--- config.mk ---
export PLATFORM = sky130hd
export DESIGN_NAME = led_matrix_double_buffer_scanner
export DESIGN_NICKNAME = d
export VERILOG_FILES = /design/src/sv/lmdbs_pkg.sv /design/src/sv/lmdbs_row_buf.sv /design/src/sv/led_matrix_double_buffer_scanner.sv
export VERILOG_INCLUDE_DIRS = /design/src /design/src/sv
export SDC_FILE = /design/constraint.sdc
export NUM_CORES = 1
export LEC_CHECK = 0
export ABC_AREA = 1
export BUFFER_PORTS_ARGS = -buffer_cell sky130_fd_sc_hd__buf_2
export CORE_AREA = 5 5 179 181
export CTS_CLUSTER_DIAMETER = 60
export DETAILED_ROUTE_END_ITERATION = 16
export DIE_AREA = 0 0 184 186
export SLEW_MARGIN = 15
export SYNTH_ARGS = -nofsm -noshare
export SYNTH_HDL_FRONTEND = slang
export SYNTH_SLANG_ARGS = --single-unit
--- constraint.sdc ---
create_clock -name i_clk -period 6.41 [get_ports i_clk]
set_clock_uncertainty 0.05 [all_clocks]
set_input_delay 0 -clock i_clk [delete_from_list [all_inputs] [get_ports i_clk]]
set_output_delay 0 -clock i_clk [all_outputs]
set_load 0.01 [all_outputs]
--- src/sv/led_matrix_double_buffer_scanner_assert.svh ---
// -----------------------------------------------------------------------------
// LED matrix scanner assertion macros
// Shorthand for clocked assertions that are disabled while reset is held.
// -----------------------------------------------------------------------------
`ifndef LED_MATRIX_DOUBLE_BUFFER_SCANNER_ASSERT_SVH
`define LED_MATRIX_DOUBLE_BUFFER_SCANNER_ASSERT_SVH

// The consequent must hold in the same cycle as the antecedent.
`define LMDBS_ASSERT_NOW(label, ante, cons, msg) \
    label: assert property (@(posedge i_clk) disable iff (!i_rst_n) (ante) |-> (cons)) \
        else $error(msg);

// The consequent must hold in the cycle after the antecedent.
`define LMDBS_ASSERT_NEXT(label, ante, cons, msg) \
    label: assert property (@(posedge i_clk) disable iff (!i_rst_n) (ante) |=> (cons)) \
        else $error(msg);

`endif

--- src/sv/lmdbs_pkg.sv ---
// -----------------------------------------------------------------------------
// LED matrix scanner package
// Request and result types, action codes and shared constants.
// -----------------------------------------------------------------------------
package lmdbs_pkg;

    localparam logic [1:0] ACT_TICK  = 2'd0;
    localparam logic [1:0] ACT_WRITE = 2'd1;
    localparam logic [1:0] ACT_SWAP  = 2'd2;

    localparam logic [3:0] DIM_RESET = 4'd4;
    localparam logic [4:0] SCAN_LAST = 5'h1f;
    localparam logic [2:0] ROW_LAST  = 3'd7;

    typedef struct packed {
        logic [1:0] action;
        logic [2:0] row_index;
        logic [7:0] row_data;
    } t_in_item;

    typedef struct packed {
        logic [1:0] port_b_value;
        logic [5:0] port_c_value;
        logic [7:0] port_d_value;
        logic       shown_buffer;
    } t_out_item;

    // Write port of the row buffer: slot is {buffer, row}.
    typedef struct packed {
        logic       en;
        logic [3:0] addr;
        logic [7:0] data;
    } t_buf_wr;

endpackage

--- src/sv/lmdbs_row_buf.sv ---
// -----------------------------------------------------------------------------
// LED matrix row buffer
// Two frames of eight rows, each with its row byte and lit LED count.
// -----------------------------------------------------------------------------
module lmdbs_row_buf
    import lmdbs_pkg::*;
(
    input  logic       i_clk,
    input  logic       i_rst_n,
    input  t_buf_wr    i_wr,
    input  logic [3:0] i_rd_addr,
    output logic [7:0] o_rd_row,
    output logic [3:0] o_rd_lit
);

    logic [7:0] r_rows [16];
    logic [3:0] r_lits [16];
    logic [3:0] n_lit;

    always_comb begin
        n_lit = 4'd0;
        for (int i = 0; i < 8; i++) begin
            n_lit = n_lit + {3'd0, i_wr.data[i]};
        end
    end

    always_ff @(posedge i_clk) begin
        if (!i_rst_n) begin
            for (int i = 0; i < 16; i++) begin
                r_rows[i] <= 8'd0;
                r_lits[i] <= 4'd0;
            end
        end else if (i_wr.en) begin
            r_rows[i_wr.addr] <= i_wr.data;
            r_lits[i_wr.addr] <= n_lit;
        end
    end

    assign o_rd_row = r_rows[i_rd_addr];
    assign o_rd_lit = r_lits[i_rd_addr];

endmodule

--- src/sv/led_matrix_double_buffer_scanner.sv ---
// -----------------------------------------------------------------------------
// LED matrix double buffer scanner
// A scan tick's request is registered, then its result is registered once the output is free.
// Throughput: one request per cycle; a tick waits only while the previous result is held.
// Reset: synchronous; frames, counter and swap state clear, the dim threshold returns to 4.
// -----------------------------------------------------------------------------
`include "led_matrix_double_buffer_scanner_assert.svh"

module led_matrix_double_buffer_scanner
    import lmdbs_pkg::*;
(
    input  logic       i_clk,
    input  logic       i_rst_n,
    input  logic       i_in_valid,
    output logic       o_in_ready,
    input  t_in_item   i_in_item,
    output logic       o_out_valid,
    input  logic       i_out_ready,
    output t_out_item  o_out_item,
    input  logic       i_cfg_valid,
    output logic       o_cfg_ready,
    input  logic [3:0] i_cfg_data
);

    logic       r_in_valid;
    t_in_item   r_in;
    logic       r_out_valid;
    t_out_item  r_out;
    logic [4:0] r_scan;
    logic       r_front;
    logic       r_pending;
    logic       r_lock;
    logic [3:0] r_dim;

    logic       w_is_tick;
    logic       w_out_free;
    logic       w_advance;
    logic       w_do_tick;
    logic       w_do_write;
    logic       w_do_swap;
    logic       w_swap_now;
    logic [2:0] w_col;
    logic [7:0] w_rd_row;
    logic [3:0] w_rd_lit;
    logic       w_blank;
    logic [7:0] w_col_hot;
    t_out_item  n_out;
    t_buf_wr    w_wr;
    logic [7:0] w_out_cols;

    assign w_is_tick  = r_in_valid && (r_in.action == ACT_TICK);
    assign w_out_free = !r_out_valid || i_out_ready;
    assign w_advance  = r_in_valid && (!w_is_tick || w_out_free);
    assign w_do_tick  = w_is_tick && w_out_free;
    assign w_do_write = r_in_valid && (r_in.action == ACT_WRITE);
    assign w_do_swap  = r_in_valid && (r_in.action == ACT_SWAP);
    assign o_in_ready = !r_in_valid || w_advance;
    assign o_cfg_ready = 1'b1;

    // Buffers swap on the tick that wraps the counter, if a swap is pending and no frame load is open.
    assign w_swap_now = w_do_tick && (r_scan == SCAN_LAST) && r_pending && !r_lock;

    // Row writes always land in the frame that is not on display.
    assign w_wr.en   = w_do_write;
    assign w_wr.addr = {~r_front, r_in.row_index};
    assign w_wr.data = r_in.row_data;

    assign w_col = r_scan[2:0];

    lmdbs_row_buf u_row_buf (
        .i_clk     (i_clk),
        .i_rst_n   (i_rst_n),
        .i_wr      (w_wr),
        .i_rd_addr ({r_front, w_col}),
        .o_rd_row  (w_rd_row),
        .o_rd_lit  (w_rd_lit)
    );

    always_comb begin
        w_blank   = r_scan[3] && (w_rd_lit < r_dim);
        w_col_hot = 8'd1 << w_col;
        n_out.shown_buffer = r_front;
        if (w_blank) begin
            n_out.port_b_value = 2'd0;
            n_out.port_c_value = 6'd0;
            n_out.port_d_value = 8'd0;
        end else begin
            n_out.port_b_value = w_col_hot[7:6];
            n_out.port_c_value = w_col_hot[5:0];
            n_out.port_d_value = w_rd_row;
        end
    end

    always_ff @(posedge i_clk) begin
        if (!i_rst_n) begin
            r_in_valid <= 1'b0;
        end else if (o_in_ready) begin
            r_in_valid <= i_in_valid;
        end
    end

    always_ff @(posedge i_clk) begin
        if (o_in_ready && i_in_valid) begin
            r_in <= i_in_item;
        end
    end

    always_ff @(posedge i_clk) begin
        if (!i_rst_n) begin
            r_out_valid <= 1'b0;
        end else if (w_do_tick) begin
            r_out_valid <= 1'b1;
        end else if (i_out_ready) begin
            r_out_valid <= 1'b0;
        end
    end

    always_ff @(posedge i_clk) begin
        if (w_do_tick) begin
            r_out <= n_out;
        end
    end

    always_ff @(posedge i_clk) begin
        if (!i_rst_n) begin
            r_scan    <= 5'd0;
            r_front   <= 1'b0;
            r_pending <= 1'b0;
            r_lock    <= 1'b0;
        end else begin
            if (w_do_tick) begin
                r_scan <= r_scan + 5'd1;
            end
            if (w_swap_now) begin
                r_front   <= ~r_front;
                r_pending <= 1'b0;
            end else if (w_do_swap) begin
                r_pending <= 1'b1;
            end
            if (w_do_write) begin
                r_lock <= (r_in.row_index != ROW_LAST);
            end
        end
    end

    always_ff @(posedge i_clk) begin
        if (!i_rst_n) begin
            r_dim <= DIM_RESET;
        end else if (i_cfg_valid) begin
            r_dim <= i_cfg_data;
        end
    end

    assign o_out_valid = r_out_valid;
    assign o_out_item  = r_out;
    assign w_out_cols  = {r_out.port_b_value, r_out.port_c_value};

    `LMDBS_ASSERT_NEXT(a_front_only_on_wrap, !(w_do_tick && (r_scan == SCAN_LAST)),
        $stable(r_front), "front buffer changed away from a counter wrap")
    `LMDBS_ASSERT_NEXT(a_swap_clears_pending, w_swap_now,
        (r_front != $past(r_front)) && !r_pending, "swap did not take effect")
    `LMDBS_ASSERT_NEXT(a_stalled_request_held, r_in_valid && !w_advance,
        r_in_valid && $stable(r_in), "stalled request was lost or changed")
    `LMDBS_ASSERT_NOW(a_column_onehot, r_out_valid,
        $onehot0(w_out_cols), "column select is not one-hot or zero")
    `LMDBS_ASSERT_NOW(a_blank_clears_row, r_out_valid && (w_out_cols == 8'd0),
        r_out.port_d_value == 8'd0, "blanked result drives row data")

endmodule

-- After elaboration in Yosys (flattened, before gate mapping)
Memory sizes are Yosys's and may differ from the RTL's. A register that Yosys moved wholly into a read port is not among the register bits.
Cells that the tools add are included.
- add/sub/neg operators: 8
- bitwise operators: 2
- equality and inequality tests: 4
- reductions and logical operators: 22
- magnitude comparators: 1
- multiplexer cells: 12
- shift-type cells: 1
- operator list (kind ; number):
    $add 4x1->4 ; 6
    $mux 4 ; 3
    $logic_and 1x1->1 ; 10
    $mux 1 ; 8
    $mux 8 ; 1
    $reduce_or 8->1 ; 1
    $shl 1x3->8 const A ; 1
    $add 5x1->5 const B ; 1
    $eq 5x5->1 const B ; 1
    $logic_not 1->1 ; 4
    $lt 4x4->1 ; 1
    $reduce_or 4->1 ; 1
    $logic_or 1x1->1 ; 3
    $ne 3x3->1 const B ; 1
    $add 1x1->2 ; 1
    $eq 2x1->1 const B ; 1
    $eq 2x2->1 const B ; 1
    $logic_not 2->1 ; 1
    $not 1->1 ; 2
    $reduce_bool 2->1 ; 1
    $reduce_or 2->1 ; 1
- RAM bits: 192
- word-level logic and storage cells: 65
- memories kept: 2
- register bits after elaboration: 36
- output and inout bits: 20
- input bits: 22
- memory list (memory ; words ; bits a word ; read ports ; clocked after Yosys merged registers in ; write ports ; line ; text):
    u_row_buf.r_rows ; 16 ; 8 ; 1 ; 1 ; 16 ; lmdbs_row_buf.sv:16 ; logic [7:0] r_rows [16];
    u_row_buf.r_lits ; 16 ; 4 ; 1 ; 0 ; 16 ; lmdbs_row_buf.sv:17 ; logic [3:0] r_lits [16];

-- Logic depth before layout (Yosys ltp)
- word-level depth: 8
- depth in mapped cells: 16
- gate-level depth less buffers: 13

-- Hierarchy
From an unflattened synthesis, not the netlist that was laid out.
- cell total of the unflattened synthesis: 1235
- area, all modules: 11320.9 um2
- modules (own cells, without submodules) (module ; seq. area each (um2) ; cells each ; area an instance (um2) ; instances):
    lmdbs_row_buf ; 5765.5 ; 1069 ; 9526.6 ; 1
    led_matrix_double_buffer_scanner ; 1181.1 ; 166 ; 1794.2 ; 1

-- Least setup slack after synthesis
No wires, ideal clock.
- kind: reg-to-reg
- start point: reg r_in[4] (netlist bit)
- end point: mem u_row_buf.r_lits[0][2] (data pin)
- data arrival time: 3183 ps
- cell stages (with the launch flop): 10
- library setup time: 266 ps
- setup slack: 2911 ps
- required time: 6094 ps
- clock period less this slack: 3499 ps
- buffers on the path: 2
- cells stage by stage: edfxtp_1 clkinv_1 clkbuf_1 fa_1 fa_1 fa_1 fa_1 xor2_1 clkbuf_1 nor2_1
- RTL lines (what ; line ; text):
    start: declaration ; led_matrix_double_buffer_scanner.sv:26 ; t_in_item r_in;
    start signal: assignment ; led_matrix_double_buffer_scanner.sv:104 ; r_in <= i_in_item;
    end: declaration ; lmdbs_row_buf.sv:17 ;

==> metrics.txt <==
status finished clean; grt total ovfl 0; Vias 7423; die width 184 um; GR Util All Layers 0.158; diodes inserted 0; largest net degree at the start of global routing 64; top cells by area, synth edfxtp_1, nor2_1, o21ai_0; worst IR drop on VDD 0.183 mV; Layout Nets 1059; Pwr Density 285 mW/mm^2; clock tree buffer depth 3; Yosys cell types 29; TritonCTS Buffers 25; Initial Util 0.344; GR Util met3 0.0295; Slew headroom 0.325; post-route minimum period 3.71 ns; core area 0.0303 mm^2; register bit total from synthesis 236; post-synth top area cell edfxtp_1; Worst Setup End Kind register; MaxCap Viol Count 0; Final GP Congestion 0.813; Hold WC Path Type in2reg; Setup CP Type reg2reg; initial DRC count 752; Max Slew Vio Count 0; Routed WL 27700 um; data arrival time of the worst path 3.91 ns; CTS tree yes; mapped cell area 0.0104 mm^2; Fmax 269 MHz; Worst Setup Start Kind register; met1 Usage GRT 0.220; share of the synthesized area in the top cell type 0.640; HPWL Detailed 16000 um; Most Used Layer, Global Route met2; final period utilization 0.579; M2 GR Usage 0.254; Syn Inst Count 989; root buf cell clkbuf_16; Clock H-tree levels 1; worst reg2reg path depth 6; Layout area overhead 14.1%; CP required 6.61 ns; register area share after synthesis 0.667; setup TNS 0 ns; # DRC 0; worst hold path depth 2; ratio of cells with drive above 1 in the final layout 0.0903; Critical Path Fanout Max 17; Slew @ Worst Pin 1.01 ns; Die Span Y 186 um; top-level port count 42; IO buf count 40; initial antenna violation count 1; drt first pass iters 5; post-DR wirelength/cell 19.3 um; CTS clk-pin slew, worst paths 0.06 ns; first-pass GRT wire length 41600 um; Rows 64; vias in the first global route 7120; net count after synthesis 1026; Avg Inst Size Synth 10.5 um^2; Final ANT Viol Nets 0; die area 0.0342 mm^2; post-CTS setup buffers 0; routed vias/inst 5.17; YS warnings 0; RSZ-0062 raised after global routing no; Clock Latency Late Sink 0.53 ns; CTS Sinks 236; setup ws final 2.70 ns; Final Hold Fails 0; final number of setup-violating endpoints 0; Pleak 4.56 nW; pre-CTS WS 2.74 ns
routing by layer:
layer	share of wire	vias up	routed length, um
li1	-	3440	-
met1	0.43	3621	11800
met2	0.47	311	13000
met3	0.080	51	2210
met4	0.026	0	734
met5	0	-	0
registers in the layout, summed over array words and instances (netlist names):
| register | flops |
|---|---|
| r_front | 1 |
| u_row_buf.r_lits | 64 |
| r_scan | 5 |
| o_out_valid | 1 |
| u_row_buf.r_rows | 128 |
| r_in_valid | 1 |
| o_out_item | 17 |
| r_pending | 1 |
| r_lock | 1 |
| r_dim | 4 |
| r_in | 13 |
final cells by class:
type | instances | area, um^2
fill | 2944 | 18400
sequential | 236 | 6950
multi-input combinational | 623 | 2900
clock buffer | 36 | 697
timing repair buffer | 79 | 566
tap | 396 | 495
inverter | 57 | 214
clock inverter | 10 | 75.1
synth_stat cells:
master	instances
o221ai_1	11
nand4_1	2
fa_1	4
clkinv_1	6
buf_2	11
inv_2	3
nor3_2	2
nand3_1	15
buf_6	9
nand2_1	69
buf_1	2
nor2_1	328
clkbuf_1	47
dfxtp_1	14
nand2_2	3
o21ai_1	16
inv_1	48
buf_4	4
ha_1	11
nor4_1	1
a211oi_1	2
o21ai_0	97
o22ai_1	41
o211ai_1	3
a21oi_1	11
edfxtp_1	222
xor2_1	1
conb_1	1
nor3_1	5
report_power, final:
part / internal (mW) / switching, mW / total [mW]
sequential: 1.74 / 0.0150 / 1.75
clock: 0.793 / 0.581 / 1.37
combinational: 0.0691 / 0.195 / 0.264
total: 2.60 / 0.791 / 3.39
logic make-up (layout without fill, tap and decap cells):
| kind of cell | after synthesis | after routing | share of synthesized area |
|---|---|---|---|
| AND/OR/NAND/NOR | 425 | 425 | 0.158 |
| buffers and inverters | 130 | 182 | 0.0561 |
| adder cells (fa/ha/maj) | 15 | 15 | 0.0209 |
| AO/OA/AOI/OAI | 181 | 181 | 0.0970 |
| XOR/XNOR | 1 | 1 | 0.000841 |
| other | 1 | 1 | 0.000360 |
| flip-flops | 236 | 236 | 0.667 |
path summary, 6_finish.rpt:
path,startpoint,endpoint,slack [ns]
setup / recovery,r_in[2]$_DFFE_PP_,u_row_buf.r_lits[2][1]$_SDFFCE_PN0P_,2.70
hold / removal,i_in_item[3],r_in[3]$_DFFE_PP_,0.14
setup reg to reg,r_in[2]$_DFFE_PP_,u_row_buf.r_lits[2][1]$_SDFFCE_PN0P_,2.70
hold reg to reg,r_lock$_SDFFE_PN0P_,r_lock$_SDFFE_PN0P_,0.45
repair_timing:
| item | in CTS | in global routing |
|---|---|---|
| resized for setup | 0 | 0 |
| hold endpoints to repair | 28 | 0 |
| hold buffers | 29 | 0 |
through the flow:
step / total power [mW] / instances / util / instance area (um^2) / hold WS [ns]
2_1_floorplan: 1.94 / 989 / - / 10400 / 0.0489
6_report: 3.39 / 1437 / 0.393 / 11900 / 0.138
3_5_place_dp: 2.03 / 1362 / 0.358 / 10800 / 0.128
5_1_grt: 3.49 / 1437 / 0.393 / 11900 / 0.132
3_3_place_gp: 2.02 / 1362 / 0.358 / 10800 / 0.126
4_1_cts: 3.40 / 1437 / 0.393 / 11900 / 0.117
worst max-delay path, stage by stage, from the launching register on:
cell and delay, ns:
edfxtp_1 0.33, clkinv_1 0.43, fa_1 0.72, fa_1 0.43, fa_1 0.42, fa_1 0.92, nor2_1 0.12
cell usage in the layout (no fill, tap or decap), types with 3 or more instances in the layout:
| master | count |
|---|---|
| nor2_1 | 327 |
| edfxtp_1 | 222 |
| o21ai_0 | 97 |
| nand2_1 | 69 |
| inv_1 | 48 |
| o22ai_1 | 41 |
| buf_2 | 40 |
| dlygate4sd3_1 | 29 |
| clkbuf_16 | 25 |
| o21ai_1 | 15 |
| nand3_1 | 15 |
| dfxtp_1 | 13 |
| clkinv_1 | 11 |
| o221ai_1 | 11 |
| a21oi_1 | 11 |
| ha_1 | 11 |
| buf_4 | 10 |
| clkbuf_1 | 8 |
| nor3_1 | 5 |
| fa_1 | 4 |
| inv_2 | 3 |
| o211ai_1 | 3 |
| nand2_2 | 3 |
| clkbuf_8 | 3 |
(Power assumes the default switching activity.)
